[src/psd_pkg.sv]
// ----------------------------------------------------------------------------
// psd_pkg: shared types and arithmetic for the ping-pong stereo delay
// Sample and gain widths, beat structs, register indexes and the fixed-point
// helpers used by both the delay lanes and the output mixer.
// ----------------------------------------------------------------------------
package psd_pkg;

  // Line depth must be a power of two: the read address wraps by truncation.
  localparam int LINE_DEPTH  = 65536;
  localparam int ADDR_BITS   = $clog2(LINE_DEPTH);
  localparam int SAMPLE_BITS = 24;
  localparam int GAIN_BITS   = 9;
  localparam int GAIN_SHIFT  = 8;
  localparam int DELAY_BITS  = 16;
  localparam int PROD_BITS   = SAMPLE_BITS + GAIN_BITS + 1;
  localparam int QUOT_BITS   = PROD_BITS - GAIN_SHIFT;
  localparam int SUM_BITS    = QUOT_BITS + 1;

  localparam logic [GAIN_BITS-1:0]   GAIN_UNITY = GAIN_BITS'(1 << GAIN_SHIFT);
  localparam logic [PROD_BITS-1:0]   ROUND_BIAS = PROD_BITS'((1 << GAIN_SHIFT) - 1);
  localparam logic [SAMPLE_BITS-1:0] SAMPLE_MAX = {1'b0, {(SAMPLE_BITS-1){1'b1}}};
  localparam logic [SAMPLE_BITS-1:0] SAMPLE_MIN = {1'b1, {(SAMPLE_BITS-1){1'b0}}};

  // Configuration register indexes
  localparam int REG_INDEX_BITS = 2;
  localparam logic [REG_INDEX_BITS-1:0] REG_DELAY    = 2'd0;
  localparam logic [REG_INDEX_BITS-1:0] REG_FEEDBACK = 2'd1;
  localparam logic [REG_INDEX_BITS-1:0] REG_WET      = 2'd2;

  localparam logic [DELAY_BITS-1:0] DELAY_RESET = 16'd24000;
  localparam logic [GAIN_BITS-1:0]  FB_RESET    = 9'd128;
  localparam logic [GAIN_BITS-1:0]  WET_RESET   = 9'd128;

  typedef struct packed {
    logic signed [SAMPLE_BITS-1:0] left_in;
    logic signed [SAMPLE_BITS-1:0] right_in;
  } in_beat_t;

  typedef struct packed {
    logic signed [SAMPLE_BITS-1:0] left_out;
    logic signed [SAMPLE_BITS-1:0] right_out;
  } out_beat_t;

  // Lane control, shared by both channels
  typedef struct packed {
    logic rd_en;    // beat accepted: read the line
    logic rd_live;  // read entry has been written since reset
    logic fwd;      // read entry is being written this same edge
    logic wr_en;    // lane stage advances: commit its store value
  } lane_ctl_t;

  function automatic logic [GAIN_BITS-1:0] sat_gain(input logic [GAIN_BITS-1:0] g);
    return (g > GAIN_UNITY) ? GAIN_UNITY : g;
  endfunction

  function automatic logic signed [PROD_BITS-1:0] gain_mul(
    input logic signed [SAMPLE_BITS-1:0] s,
    input logic        [GAIN_BITS-1:0]   g
  );
    return PROD_BITS'(s) * PROD_BITS'($signed({1'b0, g}));
  endfunction

  // Divide by 256, truncating toward zero
  function automatic logic signed [QUOT_BITS-1:0] div_unity(
    input logic signed [PROD_BITS-1:0] p
  );
    logic [PROD_BITS-1:0] adj;
    adj = p[PROD_BITS-1] ? (p + ROUND_BIAS) : p;
    return $signed(adj[PROD_BITS-1:GAIN_SHIFT]);
  endfunction

  function automatic logic signed [SUM_BITS-1:0] widen(
    input logic signed [SAMPLE_BITS-1:0] s
  );
    return $signed({{(SUM_BITS-SAMPLE_BITS){s[SAMPLE_BITS-1]}}, s});
  endfunction

  function automatic logic signed [SUM_BITS-1:0] widen_q(
    input logic signed [QUOT_BITS-1:0] q
  );
    return $signed({q[QUOT_BITS-1], q});
  endfunction

  function automatic logic signed [SAMPLE_BITS-1:0] clamp_sample(
    input logic signed [SUM_BITS-1:0] v
  );
    logic [SUM_BITS-SAMPLE_BITS:0] top;
    top = v[SUM_BITS-1:SAMPLE_BITS-1];
    if (top == '0 || top == '1) begin
      return v[SAMPLE_BITS-1:0];
    end
    return v[SUM_BITS-1] ? SAMPLE_MIN : SAMPLE_MAX;
  endfunction

endpackage

[src/psd_mix.sv]
// ----------------------------------------------------------------------------
// psd_mix: wet/dry merge and output register
// Registers the wet and dry products of both lanes, then scales, sums and
// clamps them into the output register.
// ----------------------------------------------------------------------------
module psd_mix (
  input  logic                                   clk,
  input  logic                                   rst,
  input  logic                                   in_go,
  output logic                                   take_ready,
  input  logic signed [psd_pkg::SAMPLE_BITS-1:0] dly_l,
  input  logic signed [psd_pkg::SAMPLE_BITS-1:0] dly_r,
  input  logic signed [psd_pkg::SAMPLE_BITS-1:0] x_l,
  input  logic signed [psd_pkg::SAMPLE_BITS-1:0] x_r,
  input  logic [psd_pkg::GAIN_BITS-1:0]          wet_gain,
  output logic                                   out_valid,
  input  logic                                   out_ready,
  output psd_pkg::out_beat_t                     out_data
);

  logic [psd_pkg::GAIN_BITS-1:0]        dry_gain;
  logic                                 prod_valid;
  logic                                 prod_valid_next;
  logic                                 out_valid_next;
  logic                                 out_go;
  logic                                 prod_go;
  logic signed [psd_pkg::PROD_BITS-1:0] wet_l;
  logic signed [psd_pkg::PROD_BITS-1:0] wet_r;
  logic signed [psd_pkg::PROD_BITS-1:0] dry_l;
  logic signed [psd_pkg::PROD_BITS-1:0] dry_r;
  logic signed [psd_pkg::SUM_BITS-1:0]  sum_l;
  logic signed [psd_pkg::SUM_BITS-1:0]  sum_r;

  assign dry_gain   = psd_pkg::GAIN_UNITY - wet_gain;
  assign out_go     = !out_valid || out_ready;
  assign take_ready = !prod_valid || out_go;
  assign prod_go    = prod_valid && out_go;

  always_comb begin
    prod_valid_next = prod_valid;
    if (in_go) begin
      prod_valid_next = 1'b1;
    end else if (prod_go) begin
      prod_valid_next = 1'b0;
    end
    out_valid_next = out_valid;
    if (prod_go) begin
      out_valid_next = 1'b1;
    end else if (out_ready) begin
      out_valid_next = 1'b0;
    end
  end

  always_ff @(posedge clk) begin
    if (rst) begin
      prod_valid <= 1'b0;
      out_valid  <= 1'b0;
    end else begin
      prod_valid <= prod_valid_next;
      out_valid  <= out_valid_next;
    end
  end

  always_ff @(posedge clk) begin
    if (in_go) begin
      wet_l <= psd_pkg::gain_mul(dly_l, wet_gain);
      wet_r <= psd_pkg::gain_mul(dly_r, wet_gain);
      dry_l <= psd_pkg::gain_mul(x_l, dry_gain);
      dry_r <= psd_pkg::gain_mul(x_r, dry_gain);
    end
  end

  assign sum_l = psd_pkg::widen_q(psd_pkg::div_unity(wet_l))
               + psd_pkg::widen_q(psd_pkg::div_unity(dry_l));
  assign sum_r = psd_pkg::widen_q(psd_pkg::div_unity(wet_r))
               + psd_pkg::widen_q(psd_pkg::div_unity(dry_r));

  always_ff @(posedge clk) begin
    if (prod_go) begin
      out_data.left_out  <= psd_pkg::clamp_sample(sum_l);
      out_data.right_out <= psd_pkg::clamp_sample(sum_r);
    end
  end

endmodule

[config.mk]
export PLATFORM = sky130hd
export DESIGN_NAME = psd_mix
export DESIGN_NICKNAME = d
export VERILOG_FILES = /design/src/psd_pkg.sv /design/src/psd_mix.sv
export SDC_FILE = /design/constraint.sdc
export NUM_CORES = 2
export LEC_CHECK = 0
export BUFFER_PORTS_ARGS = -buffer_cell sky130_fd_sc_hd__buf_2
export CAP_MARGIN = 0
export CELL_PAD_IN_SITES_DETAIL_PLACEMENT = 0
export CELL_PAD_IN_SITES_GLOBAL_PLACEMENT = 1
export CORE_UTILIZATION = 51
export CTS_BUF_LIST = sky130_fd_sc_hd__clkbuf_4 sky130_fd_sc_hd__clkbuf_8 sky130_fd_sc_hd__clkbuf_16
export DETAILED_ROUTE_END_ITERATION = 12
export PLACE_DENSITY = 0.83
export SYNTH_ARGS = -nofsm -noshare
export SYNTH_HDL_FRONTEND = slang
export SYNTH_SLANG_ARGS = --single-unit
[constraint.sdc]
create_clock -name clk -period 8.15 [get_ports clk]
set_input_delay 0.4075 -clock clk [delete_from_list [all_inputs] [get_ports clk]]
set_output_delay 0.4075 -clock clk [all_outputs]
set_load 0.02 [all_outputs]
# Word-level counts from Yosys, hierarchy flattened
# Cells that the tools add are included.
dict set report totals {
  mem_count 0
  latch_bits 0
  ram_bits 0
  mem_bits_ro 0
  inputBits 109
  register_bits 186
}
dict set report op_classes {
  eq_ne 2
  shift 0
  mul 4
  reduce_logical 11
  n_addsub 7
  magnitude_cmp 0
  bitwise_logic 0
  muxes 18
  n_div 0
}
# op count
set op_table {}
lappend op_table {{$mux 24} 6}
lappend op_table {{$add 34x8->34 const B} 4}
lappend op_table {{$mul 24x10->34} 4}
lappend op_table {{$mux 34} 4}
lappend op_table {{$add 26x26->27} 2}
lappend op_table {{$sub 9x9->9 const A} 1}
lappend op_table {{$eq 4x4->1 const B} 2}
lappend op_table {{$logic_not 4->1} 2}
lappend op_table {{$mux 1} 8}
lappend op_table {{$logic_or 1x1->1} 4}
lappend op_table {{$reduce_bool 2->1} 2}
lappend op_table {{$logic_not 1->1} 2}
lappend op_table {{$logic_and 1x1->1} 1}

# Longest topological paths before layout
dict set report logic_depth {
  ltp_word 8
  depth_mapped 29
  mapped_depth_nobuf 25
}

# Worst setup path before layout
# No wires, ideal clock.
dict set report synth_path {
  path_type {input -> register}
  start {input wet_gain[0] in the netlist's numbering}
  end {register dry_l[20] in the netlist's numbering (data pin)}
  setup_time_ns 0.259
  t_required_ns 7.891
  path_buffers 5
  arrival_time_ns 7.002
  cell_stages 28
  slack_ns 0.889
  cell_sequence {clkbuf_1 -> clkbuf_1 -> clkbuf_1 -> inv_1 -> ha_1 -> nand2_1 -> xor2_1 -> clkbuf_1 -> clkbuf_1 -> nand2_1 -> fa_1 -> fa_1 -> inv_1 -> fa_1 -> fa_1 -> inv_1 -> fa_1 -> inv_1 -> ha_1 -> and3_1 -> a221oi_1 -> a21boi_1 -> o21ai_1 -> a21o_1 -> a21o_1 -> a221o_1 -> a21oi_1 -> xnor2_1}
}
dict set report synth_via {
  elab_chain_cells 2
}
# element line_no
set synth_rtl {}
lappend synth_rtl {{start, declared} psd_mix.sv:15} ;# input logic [psd_pkg::GAIN_BITS-1:0] wet_gain,
lappend synth_rtl {{$sub 9x9->9} psd_mix.sv:34} ;# assign dry_gain = psd_pkg::GAIN_UNITY - wet_gain;
lappend synth_rtl {{$mul 24x10->34} psd_pkg.sv:60} ;# return PROD_BITS'(s) * PROD_BITS'($signed({1'b0, g}));
lappend synth_rtl {{end signal, assigned} psd_mix.sv:68} ;# dry_l <= psd_pkg::gain_mul(x_l, dry_gain);
lappend synth_rtl {{end, declared} psd_mix.sv:29} ;# logic signed [psd_pkg::PROD_BITS-1:0] dry_l;
# No other way between the ends.
# A chain may end at the register's enable or synchronous reset.

# Final worst setup path
dict set report layout_path {
  start {input wet_gain[2] in the netlist's numbering}
  end {register dry_r[30] in the netlist's numbering (data pin)}
}
dict set report layout_via {
  elab_chain_cells 2
}
# element line_no
set layout_rtl {}
lappend layout_rtl {{$sub 9x9->9} psd_mix.sv:34}
lappend layout_rtl {{$mul 24x10->34} psd_pkg.sv:60}
lappend layout_rtl {{end signal, assigned} psd_mix.sv:69} ;# dry_r <= psd_pkg::gain_mul(x_r, dry_gain);
lappend layout_rtl {{end, declared} psd_mix.sv:30} ;# logic signed [psd_pkg::PROD_BITS-1:0] dry_r;
# No other way between the ends.

==> results.json <==
{
  "cts_buffers": 17,
  "track_usage_pct": 25.3,
  "startpoint_type": "primary input",
  "ys_seq_elements": 186,
  "drt-met1-wl_um": 45800,
  "ctsHoldBuffers": 0,
  "postLayoutCellArea_um2": 43500,
  "synth_area_leader_cell": "fa_1",
  "syn_nets": 5552,
  "clock_latency_ps": 500,
  "critPathMaxFanout": 32,
  "antenna_found_initial": 7,
  "worstSetupPathType": "in2reg",
  "syn_to_final_growth_pct": 6.24,
  "port_buffers": 158,
  "cts_buffer_depth": 2,
  "first_pass_iters": 6,
  "tightest_slew_ps": 1090,
  "slew_headroom_pct": 27.0,
  "synth-async-reset-ratio_pct": 0,
  "ys_warn_count": 0,
  "core_um2": 79100,
  "num-fill-cells": 7234,
  "route.met3.wl_um": 3960,
  "setup_viol": 0,
  "finalSetupTns_ps": 0,
  "hold_violations": 0,
  "grt_pass1_wl_um": 163000,
  "viasPerCell": 5.39,
  "timing.fmax_ghz": 0.144,
  "seq_area_frac_synth_pct": 13.6,
  "crit_path_end_kind": "register",
  "start_util_pct": 51.7,
  "fin_nets": 5630,
  "rsz0062_at_grt": "false",
  "path_clk_slew_ps": 80,
  "min_path_type": "in2reg",
  "grt_max_degree": 73,
  "post-route-period-util_pct": 84.9,
  "clock_sinks": 186,
  "ff_latch_area_um2": 5570,
  "post_drt_wl_per_cell_um": 18.0,
  "cts_resized": 0,
  "routed.top_layer": "met4",
  "grt_pass1_vias": 30400,
  "ys_types": 87,
  "row_count": 103,
  "die_x_um": 285,
  "synth_top_area_share_pct": 34.9,
  "drtIter0Drc": 1848,
  "yosys-top-cells-area": "fa_1 35%, edfxtp_1 14%, ha_1 11%",
  "totalWireLength_um": 99600,
  "outcome": "finished, final reports clean",
  "multiInputGateArea_um2": 31800,
  "synth_edf_count": 184,
  "cts_tree": "built",
  "io_pins": 159,
  "finalMaxSlewViolations": 0,
  "worst_clock_skew_ps": 17.7,
  "fp.dieArea_um2": 81300,
  "synth_ff_type": "edfxtp_1",
  "crit_required_ps": 8390,
  "chipHeight_um": 285,
  "cts_htree_levels": 4,
  "gp_congestion": 0.906,
  "dp.final_hpwl_um": 83200,
  "place_area_um2": 42800,
  "syn_area_um2": 40900,
  "wl_met2_um": 48300,
  "via_count": 29800,
  "max_cap_viol_count": 0,
  "clockRootBuffer": "clkbuf_16",
  "drc": 0,
  "post_cts_buffers": 0,
  "finalCriticalPeriod_ps": 6920,
  "drive_gt1_share_pct": 5.99,
  "overflow": 0,
  "cp.arrival_ps": 7160,
  "synthTopCellsByCount": "818 x inv_1, 714 x fa_1, 480 x and2_1",
  "ant_nets": 0,
  "avgSynthCellArea_um2": 9.33,
  "yosysMostFrequentCell": "inv_1",
  "synthCells": 4384
}
cells by family after synthesis:
logic type	Yosys count	synth area share [%]
buffers and inverters	950	8.84
DFF	186	13.6
xor gates and xnor gates	277	5.95
AOI/OAI and AO/OA	524	8.68
and+or+nand+nor	1388	17.4
adders and majority gates	1059	45.5
state kept, by name (all words and copies together) (netlist names):
signal      cells
out_valid       1
wet_r          34
out_data       48
prod_valid      1
dry_r          34
wet_l          34
dry_l          34
path summary, 6_finish.rpt:
check                                 start            to  slack (ps)  cells past startpoint
worst max-delay path            wet_gain[2]     dry_r[30]        1230                     23
worst min-delay path                    rst     out_valid          80                      2
worst max register to register    dry_l[33]  out_data[26]        2920                     17
worst min register to register   prod_valid     out_valid         520                      2
final cells by class:
| type | count | share of cell area, % |
|---|---|---|
| diodes | 7 | 0.0403 |
| clock buffers | 17 | 0.979 |
| clock inverters | 15 | 0.464 |
| inverters | 818 | 7.07 |
| multi-input cells | 3248 | 73.2 |
| flip-flops and latches | 186 | 12.8 |
| well taps | 1050 | 3.02 |
| repair buffers | 191 | 2.43 |
placed cells by master (no fill, tap or decap), types with 12 or more instances in the layout:
master / n
buf_2: 157
buf_4: 32
nand2_1: 464
and2_1: 480
edfxtp_1: 184
nor4_1: 20
o21a_1: 26
nor2_1: 129
nor2b_1: 55
o211ai_1: 18
nor3_1: 45
inv_1: 818
fa_1: 714
a31oi_1: 12
xor2_1: 72
a21oi_1: 146
nand2b_1: 24
and3_1: 27
o21ai_1: 19
xnor2_1: 197
a21o_1: 104
o21ai_0: 63
a211oi_1: 27
nand3_1: 69
o21bai_1: 24
clkbuf_16: 17
ha_1: 345
nand4_1: 32
routing by layer:
layer,vias up,global-route usage [%]
met4,0,5.08
met5,-,0
met2,663,42.6
met1,15100,35.8
met3,85,2.06
li1,14000,-
stage by stage:
step | worst slack (ps) | hold WS, ps | utilization (%) | instances
floorplan | 889 | 478 | - | 4384
global placement | 891 | 504 | 54.1 | 5493
detailed placement | 764 | 507 | 54.1 | 5493
CTS | 1300 | 48.0 | 54.9 | 5525
global route | 831 | 62.4 | 54.9 | 5530
finish | 1230 | 78.5 | 54.9 | 5532
worst max-delay path: stages:
cell	delay [ps]
buf_2	140
or4_1	570
nor2_1	280
xnor2_4	300
buf_4	450
and2_1	200
fa_1	410
inv_1	90
fa_1	400
fa_1	510
fa_1	430
fa_1	490
inv_1	40
ha_1	350
a211oi_1	290
o211ai_1	200
a21oi_1	350
a21oi_1	200
o41ai_2	500
o21ai_1	160
a21oi_1	170
o21ba_1	140
xnor2_1	70
Power is not shown: default switching activity piles up to over one toggle a cycle in this logic, so the estimate is an artifact.
